**src/rtl/grfe_pkg.sv**
```systemverilog
// ----------------------------------------------------------------------------
// grfe_pkg
// Shared codes, types and helpers for the grid rotate and flip engine.
// ----------------------------------------------------------------------------
package grfe_pkg;

    localparam int MAX_DIM_DEF = 64;

    // Field widths that the interface fixes.
    localparam int ACTION_W = 3;
    localparam int COORD_W  = 6;
    localparam int PIXEL_W  = 32;
    localparam int ANGLE_W  = 10;
    localparam int DIM_W    = 7;

    // Action codes.
    localparam logic [ACTION_W-1:0] ACT_WRITE  = 3'd0;
    localparam logic [ACTION_W-1:0] ACT_ROTATE = 3'd1;
    localparam logic [ACTION_W-1:0] ACT_MIRROR = 3'd2;
    localparam logic [ACTION_W-1:0] ACT_FLIP   = 3'd3;
    localparam logic [ACTION_W-1:0] ACT_READ   = 3'd4;

    // Configuration register indexes.
    localparam logic CFG_ROWS = 1'b0;
    localparam logic CFG_COLS = 1'b1;

    localparam logic [DIM_W-1:0] DIM_RESET = 7'd64;

    localparam int DEG_PER_TURN = 90;
    localparam int TURN_STEPS   = 12;

    typedef struct packed {
        logic wr;
        logic rd;
        logic rotate;
        logic mirror;
        logic flip;
    } cmd_t;

    // ceil(angle / 90) taken modulo four: count the thresholds that the angle passes.
    function automatic logic [1:0] turns_of_angle(input logic [ANGLE_W-1:0] angle);
        logic [3:0] cnt;
        cnt = '0;
        for (int k = 0; k < TURN_STEPS; k++) begin
            if (int'(angle) > k * DEG_PER_TURN) begin
                cnt = cnt + 4'd1;
            end
        end
        return cnt[1:0];
    endfunction

endpackage

```
**src/rtl/grfe_ctrl.sv**
```systemverilog
// ----------------------------------------------------------------------------
// grfe_ctrl
// Handshake controller: decodes accepted words into datapath commands and
// tracks whether the result register holds a word.
// ----------------------------------------------------------------------------
module grfe_ctrl
    import grfe_pkg::*;
(
    input  logic                clk,
    input  logic                rst_n,
    input  logic                in_valid,
    output logic                in_ready,
    input  logic [ACTION_W-1:0] action,
    output logic                out_valid,
    input  logic                out_ready,
    output cmd_t                cmd
);

    localparam logic ST_EMPTY = 1'b0;
    localparam logic ST_FULL  = 1'b1;

    logic state_reg;
    logic state_next;
    logic accept;

    // A new word may enter whenever the result register is free or is
    // being drained in this cycle.
    assign in_ready  = (state_reg == ST_EMPTY) || out_ready;
    assign out_valid = (state_reg == ST_FULL);
    assign accept    = in_valid && in_ready;

    always_comb
    begin
        cmd = '0;
        if (accept)
        begin
            unique case (action)
                ACT_WRITE:  cmd.wr     = 1'b1;
                ACT_ROTATE: cmd.rotate = 1'b1;
                ACT_MIRROR: cmd.mirror = 1'b1;
                ACT_FLIP:   cmd.flip   = 1'b1;
                ACT_READ:   cmd.rd     = 1'b1;
                default:    cmd        = '0;
            endcase
        end
    end

    always_comb
    begin
        state_next = state_reg;
        if (cmd.rd)
        begin
            state_next = ST_FULL;
        end
        else if (out_ready)
        begin
            state_next = ST_EMPTY;
        end
    end

    always_ff @(posedge clk or negedge rst_n)
    begin
        if (!rst_n)
        begin
            state_reg <= ST_EMPTY;
        end
        else
        begin
            state_reg <= state_next;
        end
    end

    a_one_cmd: assert property (@(posedge clk) disable iff (!rst_n) $onehot0(cmd))
        else $error("more than one command issued");

    a_read_result: assert property (@(posedge clk) disable iff (!rst_n) cmd.rd |=> out_valid)
        else $error("read did not produce a result");

    a_stall_only_full: assert property (@(posedge clk) disable iff (!rst_n)
        !in_ready |-> (out_valid && !out_ready))
        else $error("input stalled without a pending result");

endmodule

```
**config.mk**
```make
export PLATFORM = sky130hd
export DESIGN_NAME = grfe_ctrl
export DESIGN_NICKNAME = d
export VERILOG_FILES = /design/src/rtl/grfe_pkg.sv /design/src/rtl/grfe_ctrl.sv
export SDC_FILE = /design/constraint.sdc
export NUM_CORES = 1
export LEC_CHECK = 0
export ABC_CLOCK_PERIOD_IN_PS = 1310
export BUFFER_PORTS_ARGS = -buffer_cell sky130_fd_sc_hd__buf_2
export CORE_AREA = 2 2 39 41
export CTS_CLUSTER_SIZE = 40
export DETAILED_ROUTE_END_ITERATION = 8
export DIE_AREA = 0 0 41 43
export GPL_TIMING_DRIVEN = 0
export PLACE_DENSITY = 0.38
export SKIP_CTS_REPAIR_TIMING = 1
export SLEW_MARGIN = 10
export SYNTH_ARGS = -nofsm -noshare
export SYNTH_HDL_FRONTEND = slang
export SYNTH_SLANG_ARGS = --single-unit
```
**constraint.sdc**
```tcl
create_clock -name clk -period 1.31 [get_ports clk]
set_input_delay 0 -clock clk [delete_from_list [all_inputs] [get_ports clk]]
set_output_delay 0 -clock clk [all_outputs]
set_load 0.02 [all_outputs]
```
Word level (Yosys, flattened, before mapping)
Index checks and enable logic that the tools add are counted.

Multiplexer cells: 8. Eq/ne operators: 4. Bitwise logic cells: 1. Reductions and logical operators: 4.

Operators with widths (number): 2-to-1 mux 1 bit (7); equality test 3 x 2 -> 1 bit, second input constant (2); 2-to-1 mux 5 bit (1); equality test 3 x 1 -> 1 bit, second input constant (1); equality test 3 bit, second input constant (1); logical NOT 3 bit (1); nonzero test 2 bit (1); logical AND 1 bit (1); logical OR 1 bit (1); inverter 1 bit (1).

Output and inout port bits: 7. Input port bits: 7. Word-level logic and storage cells: 18. Register bits after elaboration: 1.

Logic depth before layout (Yosys ltp)
Gate-level depths: netlist of the first run.

Word-level depth: 5. Depth in mapped cells: 3. Mapped depth without buffers: 3.

Worst setup path after synthesis of the first run
Ideal clock, no wire load.

Path type: register to output. Start: reg state_reg, in the netlist out_valid. End: out cmd[1] (netlist bit). Cell stages (with the launch flop): 3. Data required time: 1.310 ns. Buffers on the path: 0. Data arrival time: 1.374 ns. Setup slack: -0.064 ns. Cell sequence: dfrtp_1 -> nor2b_4 -> nor4b_1.

RTL lines: start, declared (line grfe_ctrl.sv:22) `logic state_reg;`; start signal, assigned (line grfe_ctrl.sv:69) `state_reg <= state_next;`; end, declared (line grfe_ctrl.sv:16) `output cmd_t cmd`.

==> results of run 1 <==
synthesized netlist by cell type (all sizes together):
cell type	n
nand2b	1
nor2	1
nor4	1
nor2b	1
inv	1
dfrtp	1
nand4bb	1
nor4b	2
nor3	1
buf	1
nand2	2
kinds of logic (layout without fill, tap and decap cells):
| family | Yosys count | in the layout | share of synthesized area |
|---|---|---|---|
| buffers and inverters | 2 | 16 | 0.105 |
| and+or+nand+nor | 10 | 10 | 0.663 |
| DFF | 1 | 1 | 0.233 |
how the worst max path moves through the flow:
stage	slack [ns]	startpoint	endpoint
2_1_floorplan	-0.06	out_valid	cmd[1]
5_1_grt	0.23	out_valid	cmd[1]
3_5_place_dp	0.29	out_valid	cmd[1]
6_report	0.29	out_valid	cmd[1]
3_3_place_gp	0.29	out_valid	cmd[2]
4_1_cts	0.28	out_valid	cmd[1]
layer usage:
metal  vias up  part of all wire  GRT usage
met1        51              0.54     0.0671
met3         0              0.22     0.0157
li1         74                 -          -
met4         0                 0          0
met5         -                 0          0
met2        14              0.24     0.0344
where the power goes:
part | internal (µW) | switching [µW] | leakage (µW)
sequential | 33.2 | 0.826 | 0.0000135
clock | 0 | 0 | 0
combinational | 20.8 | 24.2 | 0.0000927
layout make-up:
class | count | area share
well taps | 16 | 0.0988
inverters | 1 | 0.0185
multi-input cells | 10 | 0.352
flip-flops and latches | 1 | 0.123
plain buffers | 1 | 0.0370
repair buffers | 14 | 0.370
worst register-to-register path, cell delays in order, from the launching register on:
cell	delay (ns)
dfrtp_1	0.35
nor2b_4	0.14
inv_1	0.07
nand2_1	0.05
stage by stage:
| stage | instance area, µm² | cells | hold slack (ns) | setup slack [ns] |
|---|---|---|---|---|
| 2_1_floorplan | 108 | 13 | -0.296 | -0.0636 |
| 3_3_place_gp | 193 | 42 | -0.222 | 0.287 |
| 3_5_place_dp | 193 | 42 | -0.221 | 0.293 |
| 4_1_cts | 193 | 42 | -0.221 | 0.284 |
| 5_1_grt | 203 | 43 | 0.332 | 0.225 |
| 6_report | 203 | 43 | 0.313 | 0.289 |
==> impl_metrics.py, run 1 <==
metrics = {
    "route": {
        "routed_wl_um": 348,
        "viasPerCell": 3.23,
        "drt_iter0_drc": 1,
        "dr.pass1.iters": 2,
        "wl_per_cell_um": 8.09,
        "remaining_drc_errors": 0,
        "vias": 139,
        "antenna_left": 0,
    },
    "floorplan": {
        "die_height_um": 43,
        "fp.coreArea_mm2": 0.00138,
        "io_pins": 14,
        "start_util": 0.0778,
        "rows": 14,
        "die-area_mm2": 0.00176,
        "die_x_um": 41,
    },
    "critical_path": {
        "worst-r2r-cell-count": 3,
        "worst_setup_path_end_kind": "output pin",
        "crit_type": "reg -> out",
        "crit_path_max_fanout": 6,
        "arrival_ns": 1.02,
        "cp-start-kind": "register",
        "cp_num_cells": 3,
        "slowest_stage": "dfrtp_1",
        "worstPathCellList": "nor2b_4 -> nor4b_1 -> buf_2",
        "crit_family": "simple AND/OR/NAND/NOR gates",
        "path_buf_inv": 1,
        "rr_endpoint": "out_valid",
        "reg2reg_slack_ns": 0.57,
        "cpPeakStageDelay_ns": 0.35,
        "r2r-start": "out_valid",
        "crit_required_ns": 1.31,
    },
    "global_routing": {
        "globalRoute.totalOverflow": 0,
        "grt_pass1_wl_um": 455,
        "grt_usage": 0.0351,
        "grt_max_degree": 7,
        "first_global_vias": 115,
        "antenna_found_initial": 0,
    },
    "layout": {
        "largest_reg_flops": 1,
        "seq_area_um2": 25.0,
        "nFillCells": 160,
        "final_util": 0.146,
        "mostFrequentLayoutCell": "buf_2",
        "final_cell_mix": "buf_2, nor4b_1, nand2_1",
        "diodes": 0,
        "nNetsFinal": 36,
        "multi_input_area_um2": 71.3,
        "drive_above_1_share": 0.556,
        "areaGrowthSynthToFinish_pct": 88.4,
    },
    "status": {
        "status": "completed",
    },
    "timing": {
        "finalSetupViolations": 0,
        "relSlewSlack": 0.814,
        "worst_pin_slew_ns": 0.275,
        "fin_crit_sh": 0.780,
        "finalCriticalPeriod_ns": 1.02,
        "rsz0062_at_grt": "false",
        "fmax_mhz": 979,
        "hold_viol_final": 0,
        "fin_skew_ns": 0,
        "finalMaxSlewViolations": 0,
        "tns_ns": 0,
    },
    "logic_synthesis": {
        "synthCells": 13,
        "synth.distinct_cells": 11,
        "seq_area_frac_synth": 0.233,
        "synth_nets": 20,
        "synth-seq-cells": 1,
        "postSynthAreaPerCell_um2": 8.28,
        "synth_area_leaders": "dfrtp_1, nor4b_1, nor2b_4",
        "ys_warn_count": 0,
        "synth.top_cell.area_share": 0.233,
        "synth_top_area_cell": "dfrtp_1",
        "netlist_area_um2": 108,
    },
    "power_and_ir_drop": {
        "p_leak_uw": 0.000106,
        "power_uw": 79.0,
        "ir_drop_v": 0.000102,
        "power_density_mw_per_mm2": 390,
    },
    "placed_design": {
        "port-buffer-count": 13,
        "gp_congestion": 0.670,
        "dpl.hpwl_um": 316,
    },
    "flow_run": {
        "max-cap-violations": 0,
    },
    "cts": {
        "clk_pin_slew_worst_paths_ns": 0,
        "worstSkewPairLatency_ns": 0,
    },
    "worst_hold_path": {
        "hold_class": "in -> async",
    },
}
Note: power is estimated with default switching activity, not from simulation.
==> inputs of run 2 (changes only) <==
Settings changed: ABC_CLOCK_PERIOD_IN_PS 1310 to 1000.
Clock period 1.31 ns to 1 ns, I/O delays scaled along.
==> impl_metrics.py, run 2 (synthesis results as in run 1) <==
metrics = {
    "floorplan": {
        "start_util": 0.0778,
        "io_pins": 14,
        "fp.coreArea_mm2": 0.00138,
        "die_height_um": 43,
        "die_x_um": 41,
        "die-area_mm2": 0.00176,
        "rows": 14,
    },
    "timing": {
        "finalCriticalPeriod_ns": 0.962,
        "fin_crit_sh": 0.962,
        "finalHoldWorstSlack_ns": 0.318,
        "setup_ws_ns": 0.0384,
        "finalMaxSlewViolations": 0,
        "relSlewSlack": 0.840,
        "finalSetupViolations": 0,
        "hold_viol_final": 0,
        "worst_pin_slew_ns": 0.239,
        "fmax_mhz": 1040,
        "fin_skew_ns": 0,
        "rsz0062_at_grt": "false",
    },
    "flow_run": {
        "max-cap-violations": 0,
    },
    "layout": {
        "nNetsFinal": 36,
        "diodes": 0,
        "nFillCells": 162,
        "largest_reg_flops": 1,
        "multi_input_area_um2": 95.1,
        "seq_area_um2": 25.0,
        "areaGrowthSynthToFinish_pct": 113,
        "drive_above_1_share": 0.704,
        "final_cell_mix": "buf_2, nor4b_2, nand2_1, buf_4",
        "mostFrequentLayoutCell": "buf_2",
        "fin_area_um2": 229,
    },
    "power_and_ir_drop": {
        "p_leak_uw": 0.000111,
        "ir_drop_v": 0.000249,
        "pwr-share-comb": 0.597,
        "clkPwrFrac": 0,
        "p_sw_frac": 0.344,
        "power.internal_uw": 73.3,
        "seq_power_share": 0.403,
        "power_density_mw_per_mm2": 488,
        "power_switching_uw": 38.5,
    },
    "worst_hold_path": {
        "hold_class": "in -> reg",
    },
    "global_routing": {
        "first_global_vias": 108,
        "grt_max_degree": 7,
        "antenna_found_initial": 0,
        "grt_pass1_wl_um": 462,
        "globalRoute.totalOverflow": 0,
        "grt_usage": 0.0361,
    },
    "route": {
        "vias": 151,
        "viasPerCell": 3.51,
        "routed_wl_um": 399,
        "remaining_drc_errors": 0,
        "dr.pass1.iters": 3,
        "wl_per_cell_um": 9.28,
        "drt_iter0_drc": 9,
        "antenna_left": 0,
    },
    "status": {
        "status": "completed",
    },
    "critical_path": {
        "crit_family": "simple AND/OR/NAND/NOR gates",
        "path_buf_inv": 1,
        "crit_path_max_fanout": 6,
        "worstPathCellList": "nor2b_4 -> nor4b_2 -> buf_2",
        "arrival_ns": 0.96,
        "crit_required_ns": 1.00,
        "worst_setup_path_end_kind": "output pin",
        "crit_type": "reg -> out",
        "slowest_stage": "dfrtp_1",
        "cpPeakStageDelay_ns": 0.37,
        "cp-start-kind": "register",
    },
    "placed_design": {
        "placed_cell_area_um2": 216,
        "port-buffer-count": 13,
        "gp_congestion": 0.651,
        "pre_cts_ws_ns": 0.0269,
    },
    "cts": {
        "worstSkewPairLatency_ns": 0,
        "clk_pin_slew_worst_paths_ns": 0,
    },
}
run 2: layer usage:
layer	vias up	share of wire	track usage
met5	-	0	0
met4	0	0	0
met3	0	0.13	0
met2	14	0.26	0.0375
met1	63	0.61	0.0767
li1	74	-	-
run 2: layout make-up:
class,instances,share of cell area
buffer,1,0.0328
timing repair buffer,14,0.339
sequential,1,0.109
tap,16,0.0874
inverter,1,0.0164
multi-input combinational,10,0.415
run 2: worst min-delay path: stages:
cell,delay (ns)
buf_2,0.10
nor2b_4,0.06
inv_1,0.07
nand2_1,0.04
run 2: power by group through the flow:
stage	Combinational, µW	Sequential (µW)	Clock [µW]
final	66.7	45.1	0
after global routing	72.0	45.0	0
after CTS	62.9	45.0	0
after detailed placement	62.7	45.0	0
after global placement	63.6	44.9	0
after floorplan	30.8	47.4	0
run 2: metrics by stage:
stage | setup TNS (ns) | utilization | total power (µW) | cells
after floorplan | -0.290 | - | 78.2 | 13
after global placement | 0 | 0.156 | 108 | 42
after detailed placement | 0 | 0.156 | 108 | 42
after CTS | 0 | 0.156 | 108 | 42
after global routing | 0 | 0.165 | 117 | 43
final | 0 | 0.165 | 112 | 43
run 2: final timing paths:
check                           from  slack, ns         to  depth (start not counted)
min                        out_ready       0.32  out_valid                          4
max reg2reg                out_valid       0.20  out_valid                          3
min in group asynchronous      rst_n       0.36  out_valid                          2
max in group asynchronous      rst_n       0.55  out_valid                          2
max                        out_valid       0.04     cmd[1]                          3
min reg2reg                out_valid       0.69  out_valid                          3
==> inputs of run 3 (changes only) <==
Settings changed: MAX_ROUTING_LAYER set to met4, PLACE_DENSITY 0.38 to 0.3.
==> impl_metrics.py, run 3 (synthesis results as in run 1) <==
metrics = {
    "global_routing": {
        "grt_max_degree": 7,
        "antenna_found_initial": 0,
        "globalRoute.totalOverflow": 0,
        "grt_usage": 0.0389,
        "grt_pass1_wl_um": 496,
        "first_global_vias": 126,
    },
    "layout": {
        "drive_above_1_share": 0.704,
        "fin_cells": 43,
        "mostFrequentLayoutCell": "buf_2",
        "areaGrowthSynthToFinish_pct": 113,
        "nNetsFinal": 36,
        "fin_area_um2": 229,
        "largest_reg_flops": 1,
        "final_cell_mix": "buf_2, nor4b_2, nand2_1, buf_4",
        "diodes": 0,
    },
    "timing": {
        "fin_crit_sh": 0.947,
        "fmax_mhz": 1060,
        "worst_pin_slew_ns": 0.231,
        "fin_skew_ns": 0,
        "finalMaxSlewViolations": 0,
        "finalSetupViolations": 0,
        "rsz0062_at_grt": "true",
        "tns_ns": 0,
        "hold_viol_final": 0,
        "relSlewSlack": 0.846,
        "finalCriticalPeriod_ns": 0.947,
    },
    "critical_path": {
        "crit_path_max_fanout": 6,
        "crit_type": "reg -> out",
        "crit_start": "out_valid",
        "r2r-start": "out_valid",
        "cp-start-kind": "register",
        "crit_required_ns": 1.00,
        "worst_setup_path_end_kind": "output pin",
        "arrival_ns": 0.95,
    },
    "worst_hold_path": {
        "hold_class": "in -> async",
    },
    "power_and_ir_drop": {
        "ir_drop_v": 0.0000995,
        "p_leak_uw": 0.000111,
        "power_density_mw_per_mm2": 482,
    },
    "floorplan": {
        "fp.coreArea_mm2": 0.00138,
        "die_x_um": 41,
        "die_height_um": 43,
        "rows": 14,
        "io_pins": 14,
        "die-area_mm2": 0.00176,
        "start_util": 0.0778,
    },
    "route": {
        "viasPerCell": 3.58,
        "drt_iter0_drc": 0,
        "routed_wl_um": 364,
        "wl_per_cell_um": 8.47,
        "vias": 154,
        "dr.pass1.iters": 1,
        "remaining_drc_errors": 0,
        "antenna_left": 0,
    },
    "cts": {
        "clk_pin_slew_worst_paths_ns": 0,
        "worstSkewPairLatency_ns": 0,
    },
    "placed_design": {
        "dpl.hpwl_um": 331,
        "port-buffer-count": 13,
        "placed_cell_area_um2": 216,
        "gp_congestion": 0.543,
        "place_inst": 42,
    },
    "status": {
        "status": "completed",
    },
    "flow_run": {
        "max-cap-violations": 0,
    },
}
==> run 3: cell counts in the layout (fill, tap and decap cells not counted) <==
Identical to the previous run, type by type.
==> run 3: report_power, final <==
group          switching [µW]  total [µW]  internal [µW]
Sequential               1.00        44.4           43.4
Combinational            36.2        66.0           29.8
Clock                       0           0              0
==> run 3: metrics by stage <==
step	utilization	hold slack, ns	total power, µW	setup WS [ns]
after global routing	0.165	0.331	117	-0.000877
after CTS	0.156	-0.223	108	0.0373
final	0.165	0.311	110	0.0535
after global placement	0.156	-0.225	105	0.0572
after floorplan	-	-0.296	78.2	-0.109
after detailed placement	0.156	-0.222	108	0.0441
==> run 3: layout make-up <==
type / count / area [µm²]
multi-input cells: 10 / 95.1
repair buffers: 14 / 77.6
fillers: 157 / 1150
plain buffers: 1 / 7.51
flip-flops and latches: 1 / 25.0
well taps: 16 / 20.0
inverters: 1 / 3.75
==> run 3: path summary, 6_finish.rpt <==
path | end | slack (ns) | cells past startpoint
max | cmd[1] | 0.05 | 3
min | out_valid | 0.31 | 2
max reg2reg | out_valid | 0.24 | 3
min reg2reg | out_valid | 0.66 | 3
max in group asynchronous | out_valid | 0.60 | 2
min in group clk | out_valid | 0.31 | 4
==> run 3: critical path, stage by stage, from the launching register on <==
cell and delay (ns):
dfrtp_1 0.35, nor2b_4 0.15, nor4b_2 0.24, buf_2 0.20
==> run 3: layer usage <==
layer / global-route usage / up-vias / share of wire
met3: 0.00524 / 0 / 0.22
met4: 0 / 0 / 0
met5: - / - / 0
li1: - / 76 / -
met2: 0.0500 / 14 / 0.30
met1: 0.0665 / 64 / 0.47
